<file path="src/rtl/core/assert_macros.svh">
// ----------------------------------------------------------------------------
// assert_macros.svh
// Shared concurrent assertion macros for the barrier counter RTL.
// ----------------------------------------------------------------------------
`ifndef ASSERT_MACROS_SVH
`define ASSERT_MACROS_SVH

// same-cycle implication
`define QBC_ASSERT_IMP(lbl, clk, rstn, ante, cons) \
	lbl: assert property (@(posedge clk) disable iff (!(rstn)) (ante) |-> (cons)) \
		else $error("%m: same-cycle implication failed");

// next-cycle implication
`define QBC_ASSERT_NXT(lbl, clk, rstn, ante, cons) \
	lbl: assert property (@(posedge clk) disable iff (!(rstn)) (ante) |=> (cons)) \
		else $error("%m: next-cycle implication failed");

`endif

</file>
<file path="src/rtl/core/qbc_pkg.sv">
// ----------------------------------------------------------------------------
// qbc_pkg
// Types, constants and register codes of the quad tree barrier counter.
// ----------------------------------------------------------------------------
package qbc_pkg;

	localparam int DEF_COORD_BITS = 4;
	localparam int DEF_MAX_LEVELS = 5;
	localparam int DEF_MAX_PROCS  = 8;

	localparam int MESH_W  = 5;
	localparam int LVL_W   = 3;
	localparam int PPC_W   = 4;
	localparam int CFG_W   = 5;
	localparam int CIDX_W  = 2;
	localparam int UCNT_W  = 2;
	localparam int ARITY_W = 3;

	localparam logic [MESH_W-1:0] RST_MESH_WIDTH  = 5'd16;
	localparam logic [MESH_W-1:0] RST_MESH_HEIGHT = 5'd16;
	localparam logic [LVL_W-1:0]  RST_TREE_LEVELS = 3'd5;
	localparam logic [PPC_W-1:0]  RST_PROCS       = 4'd4;

	typedef enum logic [CIDX_W-1:0] {
		CFG_MESH_WIDTH,
		CFG_MESH_HEIGHT,
		CFG_TREE_LEVELS,
		CFG_PROCS
	} qbc_cfg_idx_t;

	typedef enum logic [1:0] {
		ST_CLEAR,
		ST_IDLE,
		ST_LEAF,
		ST_UPPER
	} qbc_state_t;

	typedef struct packed {
		logic clr;
		logic load;
		logic leaf_step;
		logic up_step;
		logic finish;
	} qbc_cmd_t;

	typedef struct packed {
		logic clr_last;
		logic bad;
		logic leaf_fill;
		logic up_fill;
		logic at_root;
	} qbc_stat_t;

endpackage

</file>
<file path="src/rtl/core/quadtree_barrier_counter.sv">
// ----------------------------------------------------------------------------
// quadtree_barrier_counter
// Sense-reversing quad tree barrier: counts cluster arrivals level by level.
// ----------------------------------------------------------------------------
//  channel   | ports                                  | handshake
//  ----------+----------------------------------------+---------------------------
//  arrival   | cluster_x, cluster_y                   | start high, busy low
//  result    | levels_completed, barrier_done,        | result_strobe, one cycle
//            | root_phase, bad_cluster                |
//  config    | cfg_index, cfg_wdata                   | cfg_we, no wait
//
//  After reset all 2^(2*COORD_BITS) leaf entries (256 by default) and the upper
//  node entries are cleared with busy high; config writes are taken meanwhile.
//  An arrival keeps busy high through the leaf update and one node
//  read-modify-write per upper level it climbs (0 to tree_levels-1).
//  The result strobe rises in the cycle after the last node update; the
//  receiver cannot stall, and each word is flagged for exactly one cycle.
// ----------------------------------------------------------------------------
module quadtree_barrier_counter #(
	parameter int COORD_BITS = qbc_pkg::DEF_COORD_BITS,
	parameter int MAX_LEVELS = qbc_pkg::DEF_MAX_LEVELS,
	parameter int MAX_PROCS  = qbc_pkg::DEF_MAX_PROCS
) (
	input  logic                        clk,
	input  logic                        arst_n,
	input  logic                        start,
	output logic                        busy,
	input  logic [COORD_BITS-1:0]       cluster_x,
	input  logic [COORD_BITS-1:0]       cluster_y,
	output logic                        result_strobe,
	output logic [qbc_pkg::LVL_W-1:0]   levels_completed,
	output logic                        barrier_done,
	output logic                        root_phase,
	output logic                        bad_cluster,
	input  logic                        cfg_we,
	input  logic [qbc_pkg::CIDX_W-1:0]  cfg_index,
	input  logic [qbc_pkg::CFG_W-1:0]   cfg_wdata
);
	import qbc_pkg::*;

	qbc_cmd_t          cmd;
	qbc_stat_t         stat;
	logic [COORD_BITS:0] w_eff;
	logic [COORD_BITS:0] h_eff;
	logic [LVL_W-1:0]  nl_eff;
	logic [PPC_W-1:0]  ppc_eff;

	qbc_cfg #(
		.COORD_BITS (COORD_BITS),
		.MAX_LEVELS (MAX_LEVELS),
		.MAX_PROCS  (MAX_PROCS)
	) u_cfg (
		.clk       (clk),
		.arst_n    (arst_n),
		.cfg_we    (cfg_we),
		.cfg_index (cfg_index),
		.cfg_wdata (cfg_wdata),
		.w_eff     (w_eff),
		.h_eff     (h_eff),
		.nl_eff    (nl_eff),
		.ppc_eff   (ppc_eff)
	);

	qbc_ctrl u_ctrl (
		.clk    (clk),
		.arst_n (arst_n),
		.start  (start),
		.busy   (busy),
		.cmd    (cmd),
		.stat   (stat)
	);

	qbc_datapath #(
		.COORD_BITS (COORD_BITS),
		.MAX_PROCS  (MAX_PROCS)
	) u_datapath (
		.clk              (clk),
		.arst_n           (arst_n),
		.cmd              (cmd),
		.stat             (stat),
		.cluster_x        (cluster_x),
		.cluster_y        (cluster_y),
		.w_eff            (w_eff),
		.h_eff            (h_eff),
		.nl_eff           (nl_eff),
		.ppc_eff          (ppc_eff),
		.result_strobe    (result_strobe),
		.levels_completed (levels_completed),
		.barrier_done     (barrier_done),
		.root_phase       (root_phase),
		.bad_cluster      (bad_cluster)
	);

endmodule

</file>
<file path="src/rtl/core/qbc_cfg.sv">
// ----------------------------------------------------------------------------
// qbc_cfg
// Configuration registers and their clamped working values.
// ----------------------------------------------------------------------------
module qbc_cfg #(
	parameter int COORD_BITS = qbc_pkg::DEF_COORD_BITS,
	parameter int MAX_LEVELS = qbc_pkg::DEF_MAX_LEVELS,
	parameter int MAX_PROCS  = qbc_pkg::DEF_MAX_PROCS
) (
	input  logic                        clk,
	input  logic                        arst_n,
	input  logic                        cfg_we,
	input  logic [qbc_pkg::CIDX_W-1:0]  cfg_index,
	input  logic [qbc_pkg::CFG_W-1:0]   cfg_wdata,
	output logic [COORD_BITS:0]         w_eff,
	output logic [COORD_BITS:0]         h_eff,
	output logic [qbc_pkg::LVL_W-1:0]   nl_eff,
	output logic [qbc_pkg::PPC_W-1:0]   ppc_eff
);
	import qbc_pkg::*;

	localparam int GRID       = 1 << COORD_BITS;
	localparam int TOP_LEVELS = (MAX_LEVELS < COORD_BITS + 1) ? MAX_LEVELS : COORD_BITS + 1;

	logic [MESH_W-1:0] mesh_width_q;
	logic [MESH_W-1:0] mesh_height_q;
	logic [LVL_W-1:0]  tree_levels_q;
	logic [PPC_W-1:0]  procs_q;

	always_ff @(posedge clk or negedge arst_n) begin
		if (!arst_n) begin
			mesh_width_q  <= RST_MESH_WIDTH;
			mesh_height_q <= RST_MESH_HEIGHT;
			tree_levels_q <= RST_TREE_LEVELS;
			procs_q       <= RST_PROCS;
		end else if (cfg_we) begin
			unique case (qbc_cfg_idx_t'(cfg_index))
				CFG_MESH_WIDTH:  mesh_width_q  <= cfg_wdata[MESH_W-1:0];
				CFG_MESH_HEIGHT: mesh_height_q <= cfg_wdata[MESH_W-1:0];
				CFG_TREE_LEVELS: tree_levels_q <= cfg_wdata[LVL_W-1:0];
				CFG_PROCS:       procs_q       <= cfg_wdata[PPC_W-1:0];
				default:         ;
			endcase
		end
	end

	always_comb begin
		if (mesh_width_q == '0)
			w_eff = (COORD_BITS+1)'(1);
		else if (mesh_width_q > MESH_W'(GRID))
			w_eff = (COORD_BITS+1)'(GRID);
		else
			w_eff = (COORD_BITS+1)'(mesh_width_q);

		if (mesh_height_q == '0)
			h_eff = (COORD_BITS+1)'(1);
		else if (mesh_height_q > MESH_W'(GRID))
			h_eff = (COORD_BITS+1)'(GRID);
		else
			h_eff = (COORD_BITS+1)'(mesh_height_q);

		if (tree_levels_q == '0)
			nl_eff = LVL_W'(1);
		else if (tree_levels_q > LVL_W'(TOP_LEVELS))
			nl_eff = LVL_W'(TOP_LEVELS);
		else
			nl_eff = tree_levels_q;

		if (procs_q == '0)
			ppc_eff = PPC_W'(1);
		else if (procs_q > PPC_W'(MAX_PROCS))
			ppc_eff = PPC_W'(MAX_PROCS);
		else
			ppc_eff = procs_q;
	end

endmodule

</file>
<file path="src/rtl/core/qbc_ctrl.sv">
// ----------------------------------------------------------------------------
// qbc_ctrl
// Sequencer: clearing pass, leaf update, then one tree level per cycle.
// ----------------------------------------------------------------------------
`include "assert_macros.svh"

module qbc_ctrl (
	input  logic               clk,
	input  logic               arst_n,
	input  logic               start,
	output logic               busy,
	output qbc_pkg::qbc_cmd_t  cmd,
	input  qbc_pkg::qbc_stat_t stat
);
	import qbc_pkg::*;

	qbc_state_t state_q;
	qbc_state_t state_nxt;

	always_ff @(posedge clk or negedge arst_n) begin
		if (!arst_n) begin
			state_q <= ST_CLEAR;
		end else begin
			state_q <= state_nxt;
		end
	end

	always_comb begin
		state_nxt = state_q;
		cmd       = '0;
		unique case (state_q)
			ST_CLEAR: begin
				cmd.clr = 1'b1;
				if (stat.clr_last)
					state_nxt = ST_IDLE;
			end
			ST_IDLE: begin
				if (start) begin
					cmd.load  = 1'b1;
					state_nxt = ST_LEAF;
				end
			end
			ST_LEAF: begin
				cmd.leaf_step = 1'b1;
				if (!stat.bad && stat.leaf_fill && !stat.at_root) begin
					state_nxt = ST_UPPER;
				end else begin
					cmd.finish = 1'b1;
					state_nxt  = ST_IDLE;
				end
			end
			ST_UPPER: begin
				cmd.up_step = 1'b1;
				if (!(stat.up_fill && !stat.at_root)) begin
					cmd.finish = 1'b1;
					state_nxt  = ST_IDLE;
				end
			end
			default: state_nxt = ST_CLEAR;
		endcase
	end

	assign busy = (state_q != ST_IDLE);

	`QBC_ASSERT_NXT(a_start_to_leaf, clk, arst_n, start && !busy, state_q == ST_LEAF)
	`QBC_ASSERT_IMP(a_leaf_from_idle, clk, arst_n, state_q == ST_LEAF, $past(state_q) == ST_IDLE)

endmodule

</file>
<file path="src/rtl/core/qbc_datapath.sv">
// ----------------------------------------------------------------------------
// qbc_datapath
// Node counter memories, per-level update logic and result registers.
// ----------------------------------------------------------------------------
`include "assert_macros.svh"

module qbc_datapath #(
	parameter int COORD_BITS = qbc_pkg::DEF_COORD_BITS,
	parameter int MAX_PROCS  = qbc_pkg::DEF_MAX_PROCS
) (
	input  logic                        clk,
	input  logic                        arst_n,
	input  qbc_pkg::qbc_cmd_t           cmd,
	output qbc_pkg::qbc_stat_t          stat,
	input  logic [COORD_BITS-1:0]       cluster_x,
	input  logic [COORD_BITS-1:0]       cluster_y,
	input  logic [COORD_BITS:0]         w_eff,
	input  logic [COORD_BITS:0]         h_eff,
	input  logic [qbc_pkg::LVL_W-1:0]   nl_eff,
	input  logic [qbc_pkg::PPC_W-1:0]   ppc_eff,
	output logic                        result_strobe,
	output logic [qbc_pkg::LVL_W-1:0]   levels_completed,
	output logic                        barrier_done,
	output logic                        root_phase,
	output logic                        bad_cluster
);
	import qbc_pkg::*;

	localparam int CB      = COORD_BITS;
	localparam int LA_W    = 2 * CB;
	localparam int LEAF_N  = 1 << LA_W;
	localparam int UPPER_N = (LEAF_N - 1) / 3;
	localparam int UA_W    = (UPPER_N > 1) ? $clog2(UPPER_N) : 1;
	localparam int LCW     = (MAX_PROCS > 2) ? $clog2(MAX_PROCS) : 1;
	localparam int CMP_W   = PPC_W + 1;

	// position of the level-l node covering (x, y), l >= 1
	function automatic logic [UA_W-1:0] slot_of(input logic [LVL_W-1:0] l,
			input logic [CB-1:0] x, input logic [CB-1:0] y);
		int unsigned off;
		int unsigned pos;
		off = 0;
		for (int k = 1; k < CB; k++) begin
			if (k < int'(l))
				off += 1 << (2 * (CB - k));
		end
		pos = off + (((int'(x) >> l) << (CB - int'(l))) | (int'(y) >> l));
		if (l == '0 || pos >= UPPER_N)
			pos = 0;
		return UA_W'(pos);
	endfunction

	// children of the level-l node that lie inside the mesh
	function automatic logic [ARITY_W-1:0] arity_of(input logic [LVL_W-1:0] l,
			input logic [CB-1:0] x, input logic [CB-1:0] y,
			input logic [CB:0] w, input logic [CB:0] h);
		logic [CB:0]        bx;
		logic [CB:0]        by;
		logic [CB:0]        half;
		logic [CB:0]        cx;
		logic [CB:0]        cy;
		logic [ARITY_W-1:0] a;
		bx   = ({1'b0, x} >> l) << l;
		by   = ({1'b0, y} >> l) << l;
		half = (CB+1)'(1) << (l - LVL_W'(1));
		a    = '0;
		for (int i = 0; i < 4; i++) begin
			cx = bx + (((i & 1) != 0) ? half : '0);
			cy = by + (((i & 2) != 0) ? half : '0);
			if (cx < w && cy < h)
				a = a + ARITY_W'(1);
		end
		if (a == '0)
			a = ARITY_W'(1);
		return a;
	endfunction

	logic [LCW:0]    leaf_mem [LEAF_N];
	logic [UCNT_W:0] upper_mem [UPPER_N];
	logic [LCW:0]    leaf_rd_q;
	logic [UCNT_W:0] upper_rd_q;

	logic [LA_W-1:0]     clr_q;
	logic [CB-1:0]       x_q;
	logic [CB-1:0]       y_q;
	logic                bad_q;
	logic [LVL_W-1:0]    lvl_q;
	logic [LVL_W-1:0]    done_q;
	logic                sense_q;

	logic [LVL_W-1:0]    root;
	logic                bad_in;
	logic [LA_W-1:0]     leaf_raddr;
	logic [UA_W-1:0]     upper_raddr;
	logic [UA_W-1:0]     upper_waddr;
	logic [CMP_W-1:0]    leaf_c;
	logic [ARITY_W-1:0]  up_c;
	logic [ARITY_W-1:0]  arity;
	logic                leaf_fill;
	logic                up_fill;
	logic                at_root;
	logic [LCW:0]        leaf_wdata;
	logic [UCNT_W:0]     upper_wdata;
	logic [LVL_W-1:0]    done_nxt;
	logic                sense_nxt;
	logic                base_sense;

	assign root    = nl_eff - LVL_W'(1);
	assign at_root = (lvl_q == root);

	assign bad_in = ({1'b0, cluster_x} >= w_eff) || ({1'b0, cluster_y} >= h_eff) ||
		((cluster_x >> root) != '0) || ((cluster_y >> root) != '0);

	assign leaf_raddr  = bad_in ? '0 : {cluster_x, cluster_y};
	assign upper_raddr = (cmd.leaf_step || cmd.up_step) ?
		slot_of(lvl_q + LVL_W'(1), x_q, y_q) : slot_of(root, '0, '0);
	assign upper_waddr = slot_of(lvl_q, x_q, y_q);

	assign leaf_c    = CMP_W'(leaf_rd_q[LCW-1:0]) + CMP_W'(1);
	assign leaf_fill = (leaf_c >= CMP_W'(ppc_eff));
	assign leaf_wdata = leaf_fill ? {~leaf_rd_q[LCW], {LCW{1'b0}}} :
		{leaf_rd_q[LCW], leaf_c[LCW-1:0]};

	assign arity       = arity_of(lvl_q, x_q, y_q, w_eff, h_eff);
	assign up_c        = ARITY_W'(upper_rd_q[UCNT_W-1:0]) + ARITY_W'(1);
	assign up_fill     = (up_c >= arity);
	assign upper_wdata = up_fill ? {~upper_rd_q[UCNT_W], {UCNT_W{1'b0}}} :
		{upper_rd_q[UCNT_W], up_c[UCNT_W-1:0]};

	assign base_sense = at_root ? leaf_rd_q[LCW] : upper_rd_q[UCNT_W];

	always_comb begin
		done_nxt  = done_q;
		sense_nxt = sense_q;
		if (cmd.leaf_step) begin
			done_nxt  = (!bad_q && leaf_fill) ? LVL_W'(1) : '0;
			sense_nxt = base_sense ^ (!bad_q && leaf_fill && at_root);
		end else if (cmd.up_step) begin
			done_nxt  = done_q + LVL_W'(up_fill);
			sense_nxt = sense_q ^ (up_fill && at_root);
		end
	end

	assign stat.clr_last  = (clr_q == '1);
	assign stat.bad       = bad_q;
	assign stat.leaf_fill = leaf_fill;
	assign stat.up_fill   = up_fill;
	assign stat.at_root   = at_root;

	// memories: one write and one registered read each per cycle
	always_ff @(posedge clk) begin
		if (cmd.clr)
			leaf_mem[clr_q] <= '0;
		else if (cmd.leaf_step && !bad_q)
			leaf_mem[{x_q, y_q}] <= leaf_wdata;
		leaf_rd_q <= leaf_mem[leaf_raddr];
	end

	always_ff @(posedge clk) begin
		if (cmd.clr) begin
			if (clr_q < LA_W'(UPPER_N))
				upper_mem[clr_q[UA_W-1:0]] <= '0;
		end else if (cmd.up_step) begin
			upper_mem[upper_waddr] <= upper_wdata;
		end
		upper_rd_q <= upper_mem[upper_raddr];
	end

	always_ff @(posedge clk or negedge arst_n) begin
		if (!arst_n) begin
			clr_q         <= '0;
			lvl_q         <= '0;
			result_strobe <= 1'b0;
		end else begin
			result_strobe <= cmd.finish;
			if (cmd.clr)
				clr_q <= clr_q + LA_W'(1);
			if (cmd.load)
				lvl_q <= '0;
			else if (cmd.leaf_step || cmd.up_step)
				lvl_q <= lvl_q + LVL_W'(1);
		end
	end

	always_ff @(posedge clk) begin
		if (cmd.load) begin
			x_q   <= cluster_x;
			y_q   <= cluster_y;
			bad_q <= bad_in;
		end
		done_q  <= done_nxt;
		sense_q <= sense_nxt;
		if (cmd.finish) begin
			levels_completed <= done_nxt;
			barrier_done     <= (done_nxt == nl_eff);
			root_phase       <= sense_nxt;
			bad_cluster      <= bad_q;
		end
	end

	`QBC_ASSERT_IMP(a_bad_no_climb, clk, arst_n, result_strobe && bad_cluster, levels_completed == '0 && !barrier_done)
	`QBC_ASSERT_IMP(a_up_level_range, clk, arst_n, cmd.up_step, lvl_q != '0 && lvl_q <= root)

endmodule
</file>
<file path="config.mk">
export PLATFORM = sky130hd
export DESIGN_NAME = quadtree_barrier_counter
export DESIGN_NICKNAME = d
export VERILOG_FILES = /design/src/rtl/core/qbc_pkg.sv /design/src/rtl/core/quadtree_barrier_counter.sv /design/src/rtl/core/qbc_cfg.sv /design/src/rtl/core/qbc_ctrl.sv /design/src/rtl/core/qbc_datapath.sv
export VERILOG_INCLUDE_DIRS = /design/src /design/src/rtl/core
export SDC_FILE = /design/constraint.sdc
export NUM_CORES = 2
export LEC_CHECK = 0
export ABC_AREA = 1
export BUFFER_PORTS_ARGS = -buffer_cell sky130_fd_sc_hd__buf_2
export CAP_MARGIN = 20
export CORE_ASPECT_RATIO = 0.9
export CORE_UTILIZATION = 40
export CTS_CLUSTER_SIZE = 8
export DETAILED_ROUTE_END_ITERATION = 12
export PLACE_DENSITY = 0.53
export SLEW_MARGIN = 10
export SYNTH_ARGS = -nofsm -noshare
export SYNTH_HDL_FRONTEND = slang
export SYNTH_HIERARCHICAL = 1
export SYNTH_SLANG_ARGS = --single-unit
export TNS_END_PERCENT = 30
</file>
<file path="constraint.sdc">
create_clock -name clk -period 21.6 [get_ports clk]
set_input_delay 4.32 -clock clk [delete_from_list [all_inputs] [get_ports clk]]
set_output_delay 4.32 -clock clk [all_outputs]
set_load 0.05 [all_outputs]
</file>
* After elaboration in Yosys (flattened, before gate mapping)
Memories as Yosys holds them, arrays and structs flattened. A register that Yosys moved wholly into a read port is not among the register bits.
Cells that the tools add are included.
** Storage, ports and cells
- Register bits after elaboration :: 50
- Bits in latches :: 0
- Bits in writable memories :: 1279
- Memory bits (read-only) :: 0
- Input bits :: 19
- Output and inout bits :: 8
- Word-level logic and storage cells :: 209
- Memories :: 2
** Memory list
- u_datapath.leaf_mem :: depth 256, width 4, rd ports 1, clocked after memory_dff 1, wr ports 1, line qbc_datapath.sv:78 : logic [LCW:0] leaf_mem [LEAF_N];
- u_datapath.upper_mem :: depth 85, width 3, rd ports 1, clocked after memory_dff 1, wr ports 1, line qbc_datapath.sv:79 : logic [UCNT_W:0] upper_mem [UPPER_N];
** Cells by class
- $add $sub $neg :: 24
- $mul :: 0
- Divide/modulo/power cells :: 0
- Order comparisons :: 25
- Equal/unequal tests :: 13
- Shift-type cells :: 15
- Multiplexer cells :: 67
- Bitwise gates (word level) :: 7
- Reductions and logical operators :: 39
** Operators with widths (number)
- $mux W32 :: 6
- $shr A4 B3 Y32 :: 4
- $add A32 B3 Y32 const B :: 3
- $add A32 B32 Y32 :: 3
- $ge A32 B7 Y1 const B :: 3
- $or A32 B32 Y32 :: 3
- $shl A32 B32 Y32 :: 3
- $mux W7 :: 8
- $mux W3 :: 12
- $shr A1 B3 Y32 const A :: 1
- $mux W1 :: 25
- $add A7 B5 Y8 const B :: 3
- $lt A5 B5 Y1 :: 4
- $mux W5 :: 4
- $lt A2 B3 Y1 const A :: 6
- $mux W4 :: 4
- $mux W8 :: 2
- $logic_not A3 Y1 :: 5
- $sub A3 B3 Y4 const A :: 3
- $add A5 B5 Y5 :: 2
- $ge A4 B5 Y1 :: 2
- $gt A5 B5 Y1 const B :: 2
- $logic_and A1 B1 Y1 :: 10
- $logic_not A5 Y1 :: 2
- other kinds (38) :: 70

* Depth between registers and ports, before layout
- Depth in word-level cells :: 19
- Mapped depth :: 42
- Gate-level depth less buffers :: 42

* By module
Netlist, hierarchy kept.
** Modules (own cells, without submodules)
- qbc_datapath :: instances 1, cells an instance 5570, area an instance 59653.5 um2
- qbc_cfg :: instances 1, cells an instance 105, area an instance 852.1 um2
- qbc_ctrl :: instances 1, cells an instance 33, area an instance 239.0 um2

* Worst setup path after synthesis
Ideal clock, no wire load.
- Path type :: flip-flop to flip-flop
- From :: reg u_cfg.procs_q[0]
- To :: mem u_datapath/leaf_mem[0][0] (netlist bit), data pin
- Library setup time :: 2.092 ns
- Data arrival time :: 11.034 ns
- Setup slack :: 8.473 ns
- Cell stages (with the launch flop) :: 11
- Path buffers :: 0
- Cells stage by stage :: dfrtp_1 nor2_1 nand2_1 a21boi_0 inv_1 ha_1 inv_1 nor2_1 o211ai_1 nand3_1 nor3_1
** On the way
- Word-level cells in the longest chain between the ends :: 6
- Elaborated cells on any way between the ends :: 7
- Classes of those cells :: order compare (2); mux (4); reduce/logical (1)
** RTL lines
- start, declared :: line qbc_cfg.sv:28 : logic [PPC_W-1:0] procs_q;
- start signal, assigned :: line qbc_cfg.sv:41 : CFG_PROCS: procs_q <= cfg_wdata[PPC_W-1:0];
- $gt A4 B4 Y1 :: line qbc_cfg.sv:71 : else if (procs_q > PPC_W'(MAX_PROCS))
- $mux W4 :: line qbc_cfg.sv:71
- $mux W4 * :: line qbc_cfg.sv:69 : if (procs_q == '0)
- net ppc_eff[1] :: line quadtree_barrier_counter.sv:46 : logic [PPC_W-1:0] ppc_eff;
- $ge A5 B4 Y1 * :: line qbc_datapath.sv:120 : assign leaf_fill = (leaf_c >= CMP_W'(ppc_eff));
- net u_datapath.leaf_fill :: line qbc_datapath.sv:99 : logic leaf_fill;
- $mux W4 * :: line qbc_datapath.sv:121 : assign leaf_wdata = leaf_fill ? {~leaf_rd_q[LCW], {LCW{1'b0}}} :
- $mux W4 (no line) *
- end, declared :: line qbc_datapath.sv:78
The timed path passes the listed nets; every way through them passes the cells marked *.

* Final worst setup path
- From :: in cluster_x[0]
- To :: reg u_datapath.leaf_rd_q[3], read port of u_datapath.leaf_mem
** On the way
- Word-level cells in the longest chain between the ends :: 5
- Elaborated cells on any way between the ends :: 7
- Classes of those cells :: order compare (1); shift (1); mux (1); reduce/logical (4)
** RTL lines
- start, declared :: line quadtree_barrier_counter.sv:28 : input logic [COORD_BITS-1:0] cluster_x,
- $ge A4 B5 Y1 / $shr A4 B3 Y4 (equally long branches) :: line qbc_datapath.sv:111, qbc_datapath.sv:112
- $logic_or A1 B1 Y1 / $reduce_bool A4 Y1 (equally long branches) :: line qbc_datapath.sv:111, qbc_datapath.sv:112
- $logic_or A1 B1 Y1 * :: line qbc_datapath.sv:111 : assign bad_in = ({1'b0, cluster_x} >= w_eff) || ({1'b0, cluster_y} >= h_eff) ||
- $logic_or A1 B1 Y1 * :: line qbc_datapath.sv:112 : ((cluster_x >> root) != '0) || ((cluster_y >> root) != '0);
- net u_datapath.bad_in :: line qbc_datapath.sv:92 : logic bad_in;
- $mux W8 * :: line qbc_datapath.sv:114 : assign leaf_raddr = bad_in ? '0 : {cluster_x, cluster_y};
- end, declared :: line qbc_datapath.sv:80 : logic [LCW:0] leaf_rd_q;
Marked as above.
A chain may end at the register's enable or synchronous reset.

==> run_results.csv <==
group,metric,value,unit
final_layout,diodes,0,
global_route,antenna_found_initial,7,
yosys,synth_xor_area_frac,0.00404,
final_layout,drive_gt1_frac,0.0716,
critical_path,endpoint_kind,"register",
global_route,grt_pass1_vias,39700,
timing,finalCritPeriodShare,0.488,
clocking,root_buffer,"clkbuf_16",
yosys,synth_cell_types,57,
yosys,synth-seq-cells,1336,
final_layout,final_util,0.449,
clocking,clockBufferDepth,3,
job,cap_violations,0,
final_layout,final_area,67600,µm²
timing,fmax,94.8,MHz
floorplanning,fp.dieH,372,µm
yosys,yosysMostFrequentCell,"edfxtp_1",
clocking,cts.repair.resized,0,
place,gp_routability_congestion,0.868,
global_route,grt_max_degree,236,
yosys,syn_area,60700,µm²
timing,finalSetupTns,0,ps
timing,worst_pin_slew,1230,ps
yosys,avgSynthCellArea,10.6,µm²
global_route,grt_pass1_wl,250000,µm
routing,vias_per_cell,5.37,
clocking,clk_pin_slew,50,ps
yosys,postSynth.asyncResetShare,0.0232,
floorplanning,start_util,0.403,
critical_path,cp-start-kind,"primary input",
critical_path,cp.required,22330,ps
clocking,cts.htree.levels,4,
global_route,overflow,0,
yosys,ys_seq_area_frac,0.656,
routing,dr_total_vias,41400,
pwr,p_per_area,89.6,nW/µm²
floorplanning,core,151000,µm²
yosys,synth_flop_cell,"edfxtp_1",
yosys,synth_fa_ha_area_frac,0.0151,
place,io_buffer_count,26,
floorplanning,fp-row-count,135,
clocking,cts.sinks,1336,
pwr,p_leak,25.8,nW
yosys,yosys-mux-area-fraction,0.000330,
clocking,cts_tree,"built",
final_layout,fillers,14200,
yosys,synth_top_area_cell,"edfxtp_1",
routing,wl_per_cell,21.4,µm
yosys,synth_compound_area_frac,0.0654,
yosys,yosys_warnings,6,
timing,fin_crit,10550,ps
worst_hold_path,hold_path.class,"register to register",
yosys,synth_simple_gate_area_share,0.180,
final_layout,final_nets,5745,
yosys,synth_common_cells,"1294 x edfxtp_1, 1050 x nand2_1, 865 x inv_1",
timing,setup_viol_count_final,0,
timing,skew,31.9,ps
timing,maxSlewViolCount,0,
routing,drc_errors,0,
clocking,insertion_delay,800,ps
timing,rsz0062_at_grt,"no",
routing,antenna_left,0,
critical_path,critPathKind,"primary input to register",
clocking,postCtsSetupBuffers,0,
timing,hold_violations,0,
timing,maxSlewHeadroom,0.180,
place,dp.cells,7453,
yosys,synth_top_family_by_area,"simple AND/OR/NAND/NOR gates",
critical_path,critical_path.max_fanout,235,
yosys,synth-edff-count,1294,
routing,drtIter0Drc,4297,
critical_path,arrival,11270,ps
critical_path,regToRegSetupSlack,13560,ps
clocking,cts_hold_buf,0,
global_route,track_usage,0.215,
place,place_area,62600,µm²
final_layout,areaGrowthSynthToFinish,11.3,%
status,status,"finished, final reports clean",
floorplanning,dieWidth,413,µm
routing,dr.pass1.iters,5,
yosys,synth.area.top_cells,"edfxtp_1 64%, nand3_1 6.7%, nand2_1 6.5%",
yosys,synthesis.instances,5708,
floorplanning,io_pins,27,
final_layout,final_cells,7702,
clocking,numCtsBuffers,185,
place,dp_hpwl,94000,µm
yosys,yosysTopAreaCellShare,0.640,
floorplanning,dieArea,153000,µm²
routing,drt-total-wl,165000,µm
pwr,vdd_drop_max,0.0000671,V
worst paths after layout:
path,from,to,depth (start not counted)
worst max-delay path,cluster_x[0],u_datapath/leaf_rd_q[3],24
worst min-delay path,u_cfg/procs_q[2],u_cfg/procs_q[2],2
max in group asynchronous,arst_n,u_datapath/clr_q[2],1
worst max register to register,u_cfg/tree_levels_q[1],u_datapath/leaf_rd_q[3],22
min in group asynchronous,arst_n,u_cfg/mesh_width_q[2],1
worst min register to register,u_cfg/procs_q[2],u_cfg/procs_q[2],2
registers in the layout, indices dropped and copies added (netlist names), 4 cells and up:
register / cells
u_datapath/x_q: 4
u_datapath/leaf_mem: 1024
u_cfg/mesh_width_q: 5
u_cfg/mesh_height_q: 5
u_datapath/clr_q: 8
u_cfg/procs_q: 4
u_datapath/upper_mem: 255
u_datapath/y_q: 4
u_datapath/leaf_rd_q: 4
cells by family (layout without fill, tap and decap cells):
group | after synthesis | count (layout)
simple gates | 2494 | 2494
flops | 1336 | 1336
compound gates | 560 | 560
buf+inv | 1215 | 1221
other cells | 1 | 3
xor+xnor | 28 | 28
fa+ha+maj | 72 | 72
mux | 2 | 2
per-stage QoR:
stage / power, W / setup WS [ps] / hold WS, ps
after floorplan: 0.00331 / 8470 / 452
after global placement: 0.00349 / 10500 / 464
after detailed placement: 0.00350 / 10470 / 466
after CTS: 0.00611 / 11300 / 473
after global routing: 0.00627 / 10560 / 497
final: 0.00606 / 11050 / 472
critical path, cell delays in order:
cell and delay [ps]:
buf_2 120, inv_1 140, ha_1 250, o21ai_0 170, a21boi_0 100, o21ai_0 160, a21oi_1 80, nor2_1 100
nand2_1 230, nor2_4 140, buf_4 770, buf_4 920, buf_4 740, buf_4 810, buf_12 650, or2_2 240
o211ai_1 80, nand3_1 120, nand3_1 150, nand3_1 140, nand3_1 130, nand3_1 190, nand3_1 100, nand2_1 70
final cells by class:
class                      instances  area (µm²)  area share
tap                             1986        2480      0.0367
inverter                         881        3320      0.0491
timing repair buffer              91         656     0.00970
multi-input combinational       3159       16300       0.240
clock inverter                    17         214     0.00316
clock buffer                     232        4830      0.0714
sequential                      1336       39900       0.589
layer usage:
layer  vias up  routed length (µm)  track usage
met5         -                   0            0
met4         0                2710       0.0475
met3       215               11900       0.0355
met2      1381               73500        0.329
met1     20300               76900        0.321
li1      19500                   -            -
power breakdown:
group	total [W]	switching, W	internal [W]
sequential	0.00284	0.0000212	0.00282
clock	0.00260	0.00106	0.00154
combinational	0.000618	0.000444	0.000175
placed cells by master (no fill, tap or decap), types with 9 or more instances in the layout:
| cell type | Yosys | routed |
|---|---|---|
| o21ai_0 | 59 | 59 |
| nand2_2 | 8 | 9 |
| nand3_2 | 11 | 14 |
| nand2_1 | 1050 | 1047 |
| ha_1 | 70 | 70 |
| inv_1 | 865 | 862 |
| nor2_4 | 3 | 10 |
| nand3_1 | 817 | 813 |
| dfrtp_1 | 26 | 26 |
| buf_2 | 109 | 26 |
| clkbuf_1 | 174 | 46 |
| a21oi_1 | 35 | 33 |
| o21ai_1 | 14 | 14 |
| edfxtp_1 | 1294 | 1294 |
| buf_4 | 14 | 62 |
| o211ai_1 | 422 | 422 |
| nand4_1 | 97 | 97 |
| nor3_1 | 12 | 9 |
| clkbuf_16 | 0 | 186 |
| xor2_1 | 21 | 21 |
| or2_2 | 28 | 28 |
| nor2_1 | 447 | 442 |
| inv_2 | 14 | 15 |
| dfxtp_1 | 11 | 11 |
Power figures use the tool's default switching activity.
